[src/rtl/core/pc_pkg.sv]
`default_nettype none

package pc_pkg;

   localparam int MAX_P_DEGREE = 7;
   localparam int MAX_Q_DEGREE = 7;
   localparam int COEF_WIDTH   = 32;

   localparam int POLY_DEPTH = MAX_P_DEGREE * MAX_Q_DEGREE + 1;
   localparam int IDX_W      = $clog2(POLY_DEPTH);
   localparam int P_SEL_W    = $clog2(MAX_P_DEGREE + 1);
   localparam int Q_SEL_W    = $clog2(MAX_Q_DEGREE + 1);

   // power memory holds both ping-pong banks
   localparam int PWR_DEPTH  = 2 * POLY_DEPTH;
   localparam int PWR_ADDR_W = $clog2(PWR_DEPTH);

   // fixed port widths
   localparam int DEG_W     = 3;
   localparam int OP_W      = 2;
   localparam int VALUE_W   = 32;
   localparam int OUT_IDX_W = 6;
   localparam int CSR_IDX_W = 1;

   typedef logic [COEF_WIDTH-1:0] coef_type;
   typedef logic [IDX_W-1:0]      idx_type;
   typedef logic [DEG_W-1:0]      deg_type;
   typedef logic [PWR_ADDR_W-1:0] pwr_addr_type;

   typedef enum logic [OP_W-1:0] {
      OP_LOAD_P = 2'd0,
      OP_LOAD_Q = 2'd1,
      OP_START  = 2'd2
   } op_code_type;

   typedef enum logic [CSR_IDX_W-1:0] {
      CSR_P_DEGREE = 1'd0,
      CSR_Q_DEGREE = 1'd1
   } csr_index_type;

   typedef enum logic [2:0] {
      ST_IDLE,
      ST_ACC,
      ST_PROD,
      ST_DRAIN,
      ST_EMIT_RD,
      ST_EMIT_WAIT
   } pc_state_type;

   typedef struct packed {
      deg_type p_degree;
      deg_type q_degree;
   } cfg_type;

   // one multiply-accumulate: dst += coef * src
   // to_result: dst lives in the result store, else in bank !src_bank
   // unit: source is the constant one (Q^0), first: dst not yet written
   typedef struct packed {
      logic     valid;
      logic     to_result;
      logic     src_bank;
      logic     unit;
      logic     first;
      idx_type  src;
      idx_type  dst;
      coef_type coef;
   } mac_op_type;

   typedef struct packed {
      logic    valid;
      logic    to_result;
      logic    wbank;
      idx_type dst;
   } pipe_tag_type;

   typedef struct packed {
      pipe_tag_type s1;
      pipe_tag_type s2;
   } pipe_status_type;

   typedef struct packed {
      logic    valid;
      idx_type addr;
      logic    last;
   } emit_req_type;

   typedef struct packed {
      logic     valid;
      idx_type  addr;
      logic     last;
      coef_type value;
   } emit_data_type;

   // true when op reads an entry that an in-flight op has yet to write
   function automatic logic op_conflict(mac_op_type op, pipe_tag_type t);
      logic dst_hit;
      logic src_hit;
      dst_hit = t.valid && (t.dst == op.dst) && (t.to_result == op.to_result) &&
                (op.to_result || (t.wbank == !op.src_bank));
      src_hit = t.valid && !t.to_result && (t.wbank == op.src_bank) &&
                (t.dst == op.src) && !op.unit;
      return dst_hit || src_hit;
   endfunction

endpackage

`default_nettype wire

[src/rtl/core/pc_seq.sv]
`default_nettype none

module pc_seq (
   input  wire logic                     clock,
   input  wire logic                     reset,
   input  wire logic                     req_valid,
   output logic                          req_ready,
   input  wire logic [pc_pkg::OP_W-1:0]  req_op,
   input  wire logic [pc_pkg::DEG_W-1:0] req_coef_index,
   input  wire logic [31:0]              req_coef_value,
   input  wire pc_pkg::cfg_type          cfg,
   input  wire pc_pkg::pipe_status_type  status,
   input  wire logic                     rsp_free,
   output pc_pkg::mac_op_type            op,
   output pc_pkg::emit_req_type          emit_req
);

   pc_pkg::pc_state_type state_ff;
   pc_pkg::pc_state_type state_in;

   pc_pkg::deg_type  ip_ff;
   pc_pkg::deg_type  iq_ff;
   pc_pkg::idx_type  ia_ff;
   pc_pkg::idx_type  len_ff;
   logic             bank_ff;
   pc_pkg::deg_type  pd_ff;
   pc_pkg::deg_type  qd_ff;
   pc_pkg::deg_type  pd_sat;
   pc_pkg::deg_type  qd_sat;

   pc_pkg::coef_type p_store_ff [pc_pkg::MAX_P_DEGREE + 1];
   pc_pkg::coef_type q_store_ff [pc_pkg::MAX_Q_DEGREE + 1];

   pc_pkg::mac_op_type cand;
   logic               stall;
   logic               issue;
   logic               start;
   logic               ia_end;
   logic [63:0]        load_ext;
   pc_pkg::coef_type   load_val;

   assign start    = (state_ff == pc_pkg::ST_IDLE) && req_valid &&
                     (req_op == pc_pkg::OP_START);
   assign ia_end   = (ia_ff == len_ff);
   assign load_ext = {{32{req_coef_value[31]}}, req_coef_value};
   assign load_val = load_ext[pc_pkg::COEF_WIDTH-1:0];
   assign pd_sat   = (cfg.p_degree > pc_pkg::DEG_W'(pc_pkg::MAX_P_DEGREE)) ?
                     pc_pkg::DEG_W'(pc_pkg::MAX_P_DEGREE) : cfg.p_degree;
   assign qd_sat   = (cfg.q_degree > pc_pkg::DEG_W'(pc_pkg::MAX_Q_DEGREE)) ?
                     pc_pkg::DEG_W'(pc_pkg::MAX_Q_DEGREE) : cfg.q_degree;

   // outputs
   always_comb begin
      cand           = '0;
      cand.src_bank  = bank_ff;
      cand.unit      = (ip_ff == '0);
      cand.src       = ia_ff;
      req_ready      = 1'b0;
      emit_req.valid = 1'b0;
      emit_req.addr  = ia_ff;
      emit_req.last  = ia_end;
      unique case (state_ff)
         pc_pkg::ST_IDLE: begin
            req_ready = 1'b1;
         end
         pc_pkg::ST_ACC: begin
            cand.valid     = 1'b1;
            cand.to_result = 1'b1;
            // entries above the previous length are new this pass
            cand.first     = (ip_ff == '0) || (ia_ff > (len_ff - pc_pkg::IDX_W'(qd_ff)));
            cand.dst       = ia_ff;
            cand.coef      = p_store_ff[ip_ff[pc_pkg::P_SEL_W-1:0]];
         end
         pc_pkg::ST_PROD: begin
            cand.valid     = 1'b1;
            cand.to_result = 1'b0;
            // Q index outer loop: a target is new on iq = 0 or at the top of the power
            cand.first     = (iq_ff == '0) || ia_end;
            cand.dst       = ia_ff + pc_pkg::IDX_W'(iq_ff);
            cand.coef      = q_store_ff[iq_ff[pc_pkg::Q_SEL_W-1:0]];
         end
         pc_pkg::ST_EMIT_RD: begin
            emit_req.valid = rsp_free;
         end
         default: begin
         end
      endcase
      stall    = pc_pkg::op_conflict(cand, status.s1) || pc_pkg::op_conflict(cand, status.s2);
      op       = cand;
      op.valid = cand.valid && !stall;
      issue    = op.valid;
   end

   // next state
   always_comb begin
      state_in = state_ff;
      unique case (state_ff)
         pc_pkg::ST_IDLE: begin
            if (start) begin
               state_in = pc_pkg::ST_ACC;
            end
         end
         pc_pkg::ST_ACC: begin
            if (issue && ia_end) begin
               state_in = (ip_ff == pd_ff) ? pc_pkg::ST_DRAIN : pc_pkg::ST_PROD;
            end
         end
         pc_pkg::ST_PROD: begin
            if (issue && ia_end && (iq_ff == qd_ff)) begin
               state_in = pc_pkg::ST_ACC;
            end
         end
         pc_pkg::ST_DRAIN: begin
            if (!status.s1.valid && !status.s2.valid) begin
               state_in = pc_pkg::ST_EMIT_RD;
            end
         end
         pc_pkg::ST_EMIT_RD: begin
            if (emit_req.valid) begin
               state_in = ia_end ? pc_pkg::ST_IDLE : pc_pkg::ST_EMIT_WAIT;
            end
         end
         pc_pkg::ST_EMIT_WAIT: begin
            state_in = pc_pkg::ST_EMIT_RD;
         end
         default: begin
            state_in = pc_pkg::ST_IDLE;
         end
      endcase
   end

   always_ff @(posedge clock) begin
      if (reset) begin
         state_ff <= pc_pkg::ST_IDLE;
         ip_ff    <= '0;
         iq_ff    <= '0;
         ia_ff    <= '0;
         len_ff   <= '0;
         bank_ff  <= 1'b0;
         pd_ff    <= '0;
         qd_ff    <= '0;
      end else begin
         state_ff <= state_in;
         unique case (state_ff)
            pc_pkg::ST_IDLE: begin
               if (start) begin
                  ip_ff   <= '0;
                  iq_ff   <= '0;
                  ia_ff   <= '0;
                  len_ff  <= '0;
                  bank_ff <= 1'b0;
                  pd_ff   <= pd_sat;
                  qd_ff   <= qd_sat;
               end
            end
            pc_pkg::ST_ACC: begin
               if (issue) begin
                  if (ia_end) begin
                     ia_ff <= '0;
                     iq_ff <= '0;
                  end else begin
                     ia_ff <= ia_ff + 1'b1;
                  end
               end
            end
            pc_pkg::ST_PROD: begin
               if (issue) begin
                  if (ia_end) begin
                     ia_ff <= '0;
                     if (iq_ff == qd_ff) begin
                        iq_ff   <= '0;
                        ip_ff   <= ip_ff + 1'b1;
                        len_ff  <= len_ff + pc_pkg::IDX_W'(qd_ff);
                        bank_ff <= !bank_ff;
                     end else begin
                        iq_ff <= iq_ff + 1'b1;
                     end
                  end else begin
                     ia_ff <= ia_ff + 1'b1;
                  end
               end
            end
            pc_pkg::ST_DRAIN: begin
               ia_ff <= '0;
            end
            pc_pkg::ST_EMIT_RD: begin
               if (emit_req.valid && !ia_end) begin
                  ia_ff <= ia_ff + 1'b1;
               end
            end
            default: begin
            end
         endcase
      end
   end

   // coefficient stores
   always_ff @(posedge clock) begin
      if (reset) begin
         for (int i = 0; i <= pc_pkg::MAX_P_DEGREE; i++) begin
            p_store_ff[i] <= '0;
         end
         for (int i = 0; i <= pc_pkg::MAX_Q_DEGREE; i++) begin
            q_store_ff[i] <= '0;
         end
      end else if ((state_ff == pc_pkg::ST_IDLE) && req_valid) begin
         if ((req_op == pc_pkg::OP_LOAD_P) &&
             (32'(req_coef_index) <= 32'(pc_pkg::MAX_P_DEGREE))) begin
            p_store_ff[req_coef_index[pc_pkg::P_SEL_W-1:0]] <= load_val;
         end
         if ((req_op == pc_pkg::OP_LOAD_Q) &&
             (32'(req_coef_index) <= 32'(pc_pkg::MAX_Q_DEGREE))) begin
            q_store_ff[req_coef_index[pc_pkg::Q_SEL_W-1:0]] <= load_val;
         end
      end
   end

endmodule

`default_nettype wire

[config.mk]
export PLATFORM = sky130hd
export DESIGN_NAME = pc_seq
export DESIGN_NICKNAME = d
export VERILOG_FILES = /design/src/rtl/core/pc_pkg.sv /design/src/rtl/core/pc_seq.sv
export SDC_FILE = /design/constraint.sdc
export NUM_CORES = 1
export LEC_CHECK = 0
export ABC_AREA = 1
export BUFFER_PORTS_ARGS = -buffer_cell sky130_fd_sc_hd__buf_4
export CAP_MARGIN = 20
export CORE_AREA = 2 2 273 275
export DETAILED_ROUTE_END_ITERATION = 10
export DIE_AREA = 0 0 275 277
export PLACE_DENSITY_LB_ADDON = 0.08
export SETUP_SLACK_MARGIN = 0.3
export SYNTH_ARGS = -nofsm -noshare
export SYNTH_HDL_FRONTEND = slang
export SYNTH_SLANG_ARGS = --single-unit
[constraint.sdc]
create_clock -name clock -period 5.4 [get_ports clock]
set_input_delay 1.08 -clock clock [delete_from_list [all_inputs] [get_ports clock]]
set_output_delay 1.08 -clock clock [all_outputs]
set_load 0.005 [all_outputs]
* Yosys cells after proc, flatten, opt, wreduce, memory -nomap -nowiden
Memory sizes are Yosys's and may differ from the RTL's. A register that Yosys moved wholly into a read port is not among the register bits.
Index checks and enable logic that the tools add are counted.
** Operators by class
- Add/subtract/negate cells :: 6
- $lt $le $gt $ge :: 3
- Equality and inequality tests :: 32
- Muxes and demuxes :: 60
- Reductions and logical operators :: 51
** Operator list (number)
- 38-bit one-hot mux with 2 select lines :: 1
- 3-bit two-way mux :: 23
- 32-bit two-way mux :: 2
- 32-bit OR reduction :: 2
- 6-bit two-way mux :: 7
- 6-bit equality test :: 5
- 6-bit one-hot mux with 4 select lines :: 1
- 2-bit inequality test (second input constant) :: 11
- 1-bit logical AND :: 21
- 1-bit two-way mux :: 19
- 3-bit one-hot mux with 6 select lines :: 1
- 6-bit by 3-bit adder with 6-bit output :: 2
- 6-bit one-hot mux with 2 select lines :: 1
- 5-bit AND reduction :: 2
- 3-bit logical NOT :: 3
- 3-bit one-hot mux with 3 select lines :: 1
- 1-bit logical NOT :: 8
- 1-bit logical OR :: 7
- 3-bit by 1-bit adder with 3-bit output (second input constant) :: 2
- 6-bit by 1-bit adder with 6-bit output (second input constant) :: 1
- 1-bit equality test :: 6
- 3-bit by 2-bit equality test with 1-bit output (second input constant) :: 2
- 3-bit equality test :: 2
- 3-bit equality test (second input constant) :: 2
- 18 further kinds :: 20
** Word-level totals
- Flip-flop bits (word level) :: 28
- Bits in writable memories :: 512
- Input port bits :: 65
- Output and inout port bits :: 58
- Logic and storage cells :: 162
- Memories :: 2
** Memories
- p_store_ff :: words 8, width 32, rd ports 1, clocked after Yosys merged registers in 1, wr ports 8, line pc_seq.sv:31 : pc_pkg::coef_type p_store_ff [pc_pkg::MAX_P_DEGREE + 1];
- q_store_ff :: words 8, width 32, rd ports 1, clocked after Yosys merged registers in 1, wr ports 8, line pc_seq.sv:32 : pc_pkg::coef_type q_store_ff [pc_pkg::MAX_Q_DEGREE + 1];

* Longest topological paths before layout
- Depth in word-level cells :: 14
- Depth in mapped cells :: 20
- Depth with buffers taken out :: 19

* Worst setup path before layout
OpenSTA, ideal clock, no wires.
- Kind :: flip-flop to output port
- Start point :: reg qd_ff[2]
- End point :: out op[44] in the netlist's numbering
- Arrival time :: 2.237 ns
- Data required time :: 4.320 ns
- Path slack :: 2.083 ns
- Stages on the path, launching flop included :: 15
- Buffers on the path :: 0
- Cell sequence :: dfxtp_1 > inv_1 > ha_1 > inv_1 > nor3_1 > a211oi_1 > nand2_1 > nor2_1 > xor2_1 > ha_1 > a21oi_1 > o21ai_0 > o21ai_0 > a21oi_1 > a21o_1
** RTL lines
- from (decl) :: line pc_seq.sv:27 : pc_pkg::deg_type qd_ff;
- from (signal assigned) :: line pc_seq.sv:153 : qd_ff <= qd_sat;
- to (decl) :: line pc_seq.sv:14 : output pc_pkg::mac_op_type op,

==> flow_summary.ini <==
[logic_synthesis]
synthAdderAreaFrac_pct = 1.267
ys_warn_count = 0
synth_top_family_by_area = simple AND/OR/NAND/NOR gates
synth_nets = 2461
synth_cell_types = 47
ys_seq_elements = 546
synth_cells = 2372
synth_async_sr_flop_share_pct = 0
syn-cell-area_um2 = 25470
synth-edff-count = 512
synth_xor_area_share_pct = 0.9627
synth_top_cell_by_area = edfxtp_1
synthSimpleGateAreaFrac_pct = 16.75
netlist.area_leader.share_pct = 60.36
yosysSeqAreaShare_pct = 63.03
synth_compound_area_share_pct = 8.419
synth_area_leaders = edfxtp_1 (60%), nor2_1 (11%), mux2i_1 (4.8%), o221ai_1 (4.2%), o21ai_0 (2.9%)
ys.flop_type = edfxtp_1
syn_area_per_cell_um2 = 10.74
synth.area.mux_share_pct = 4.794

[sta]
finalSetupTns_ns = 0
setup_viol_count_final = 0
timing_hold_violations_final = 0
fmax_mhz = 230.7
maxSlewHeadroom_pct = 29.69
hold_ws_ns = 0.5051
rsz0062_at_grt = no
clock_skew_ns = 0.02360
period_share_pct = 80.26
tightestPinTransition_ns = 1.055
slew_viol_final = 0
fin_crit_ns = 4.334

[status]
status = complete, no violations

[global_route]
grt_usage_pct = 20.67
gr-total-overflow = 0
grt_max_degree = 129
antenna_found_initial = 1
grt_pass1_vias = 17892
grt_first_pass_wirelength_mm = 118.1

[detailed_routing]
routed-wl-met3_mm = 5.286
routed_wirelength_mm = 78.83
antenna_left = 0
top_layer_used = met5
drc = 0
wl_met1_mm = 37.68
initialDrtViolationCount = 1723
vias = 18191
vias_per_cell = 5.311
wl_per_cell_um = 23.01
drt_pre_antenna_iters = 9
wl_met2_mm = 34.76

[worst_setup_path]
cp_max_fo = 6
r2r_end = q_store_ff[2][20]
r2r_cells = 8
worst_ep_arrival_time_ns = 3.25
crit_type = reg -> out
endpoint_kind = output pin
rr_startpoint = state_ff[0]
reg2reg_slack_ns = 1.99
start_kind = flip-flop
cp.required_ns = 4.32

[cts]
cts_setup_buffers = 0
numClockSinks = 546
clock_latency_ns = 0.61
path_clk_slew_ns = 0.06
clockBufferDepth = 3
ctsHoldBuffers = 0
cts_tree = done
cts_max_level = 3
root_buffer = clkbuf_16
numCtsBuffers = 66
cts_resized = 0

[floorplanning]
core_area_um2 = 73570
start_util_pct = 34.62
die-height_um = 277
dieArea_um2 = 76180
io-pin-count = 123
rows = 100
die_x_um = 275

[layout]
layout_commonest_cell = nor2_1
drive_gt1_share_pct = 13.52
nNetsFinal = 2497
multi_input_area_um2 = 8280
syn2layout_area_growth_pct = 15.09
regArea_um2 = 16070
nFillCells = 7154
layout_common_cells = nor2_1 (715), edfxtp_1 (512), buf_4 (156)

[power]
p_per_area_nw_per_um2 = 400.2
p_leak_nw = 11.24
ir_drop_mv = 0.1790

[hold_path]
hold_class = reg -> reg
hold_depth = 2
hold_end = len_ff[5]
min_from = len_ff[5]

[placed_design]
place_hpwl_mm = 48.85
gp_congestion = 0.8168
portBuffers = 122

[run]
cap_violations = 0
==> flip-flops by register name (all words and copies together) (netlist names), named ones only <==
| signal | count |
|---|---|
| ip_ff | 3 |
| bank_ff | 1 |
| state_ff | 3 |
| iq_ff | 3 |
| q_store_ff | 256 |
| pd_ff | 3 |
| len_ff | 6 |
| p_store_ff | 256 |
| qd_ff | 3 |
| ia_ff | 6 |
==> through the flow <==
stage | area [um^2] | total power, W | utilization [%] | worst slack [ns] | std cells
floorplan | 25470 | 0.006544 | - | 2.083 | 2372
global placement | 27200 | 0.007479 | 36.97 | 1.467 | 3307
detailed placement | 27240 | 0.007489 | 37.03 | 1.457 | 3309
CTS | 29320 | 0.01185 | 39.85 | 1.048 | 3424
global route | 29320 | 0.01225 | 39.85 | 0.7948 | 3424
finish | 29320 | 0.01173 | 39.85 | 1.066 | 3425
==> layout make-up <==
class,instances,area share [%]
diodes,1,0.008535
clock buffers,83,5.924
clock inverters,32,1.139
inverters,105,1.366
multi-input cells,1528,28.24
flip-flops and latches,546,54.82
well taps,969,4.135
repair buffers,161,4.362
==> worst max path at each step <==
stage	slack, ns	end	cells after the start	startpoint
finish	1.07	op[44]	15	qd_ff[2]
global route	0.79	op[44]	15	qd_ff[2]
CTS	1.05	op[44]	15	qd_ff[2]
detailed placement	1.46	q_store_ff[2][19]	5	reset
global placement	1.47	q_store_ff[3][14]	5	reset
floorplan	2.08	op[44]	14	qd_ff[2]
==> layer usage <==
metal,vias to the layer above,GRT usage (%)
met5,-,0
met4,2,4.449
met3,75,3.442
met2,532,30.43
met1,9189,31.72
li1,8393,-
==> logic make-up after synthesis <==
kind of cell / Yosys count
AO/OA/AOI/OAI: 321
XOR/XNOR: 28
adder cells (fa/ha/maj): 24
buffers and inverters: 298
flip-flops: 546
multiplexers: 122
AND/OR/NAND/NOR: 1033
==> synthesized netlist by cell type, types with 5 or more instances <==
cell / number
inv_2: 6
nand3_2: 5
xor2_1: 20
ha_1: 21
edfxtp_1: 512
nor2_1: 715
buf_4: 12
o32ai_1: 6
mux2i_1: 122
buf_1: 9
nand4_1: 13
dfxtp_1: 34
nand2_4: 7
nand2_1: 161
nand2_2: 11
nor3_1: 14
o21ai_0: 148
clkbuf_1: 154
o211ai_1: 6
nand3_1: 89
buf_2: 14
o221ai_1: 122
o21ai_1: 7
inv_1: 94
xnor2_1: 8
a21oi_1: 19
==> worst max-delay path, cell delays in order, from the launching register on <==
cell and delay (ns):
dfxtp_1 0.36, inv_1 0.08, ha_1 0.36, inv_1 0.14
nor3_1 0.07, a211oi_1 0.29, nand2_1 0.08, nor2_1 0.12
xor2_1 0.17, ha_1 0.27, a21oi_1 0.15, o21ai_0 0.09
o21ai_0 0.08, a21oi_1 0.09, a21o_1 0.17, buf_4 0.13
==> power by group <==
part / switching [W] / internal, W
clock network: 0.00177 / 0.00257
registers: 0.000288 / 0.00482
logic: 0.00151 / 0.000766
total: 0.00357 / 0.00816
Note: power is estimated with default switching activity, not from simulation.
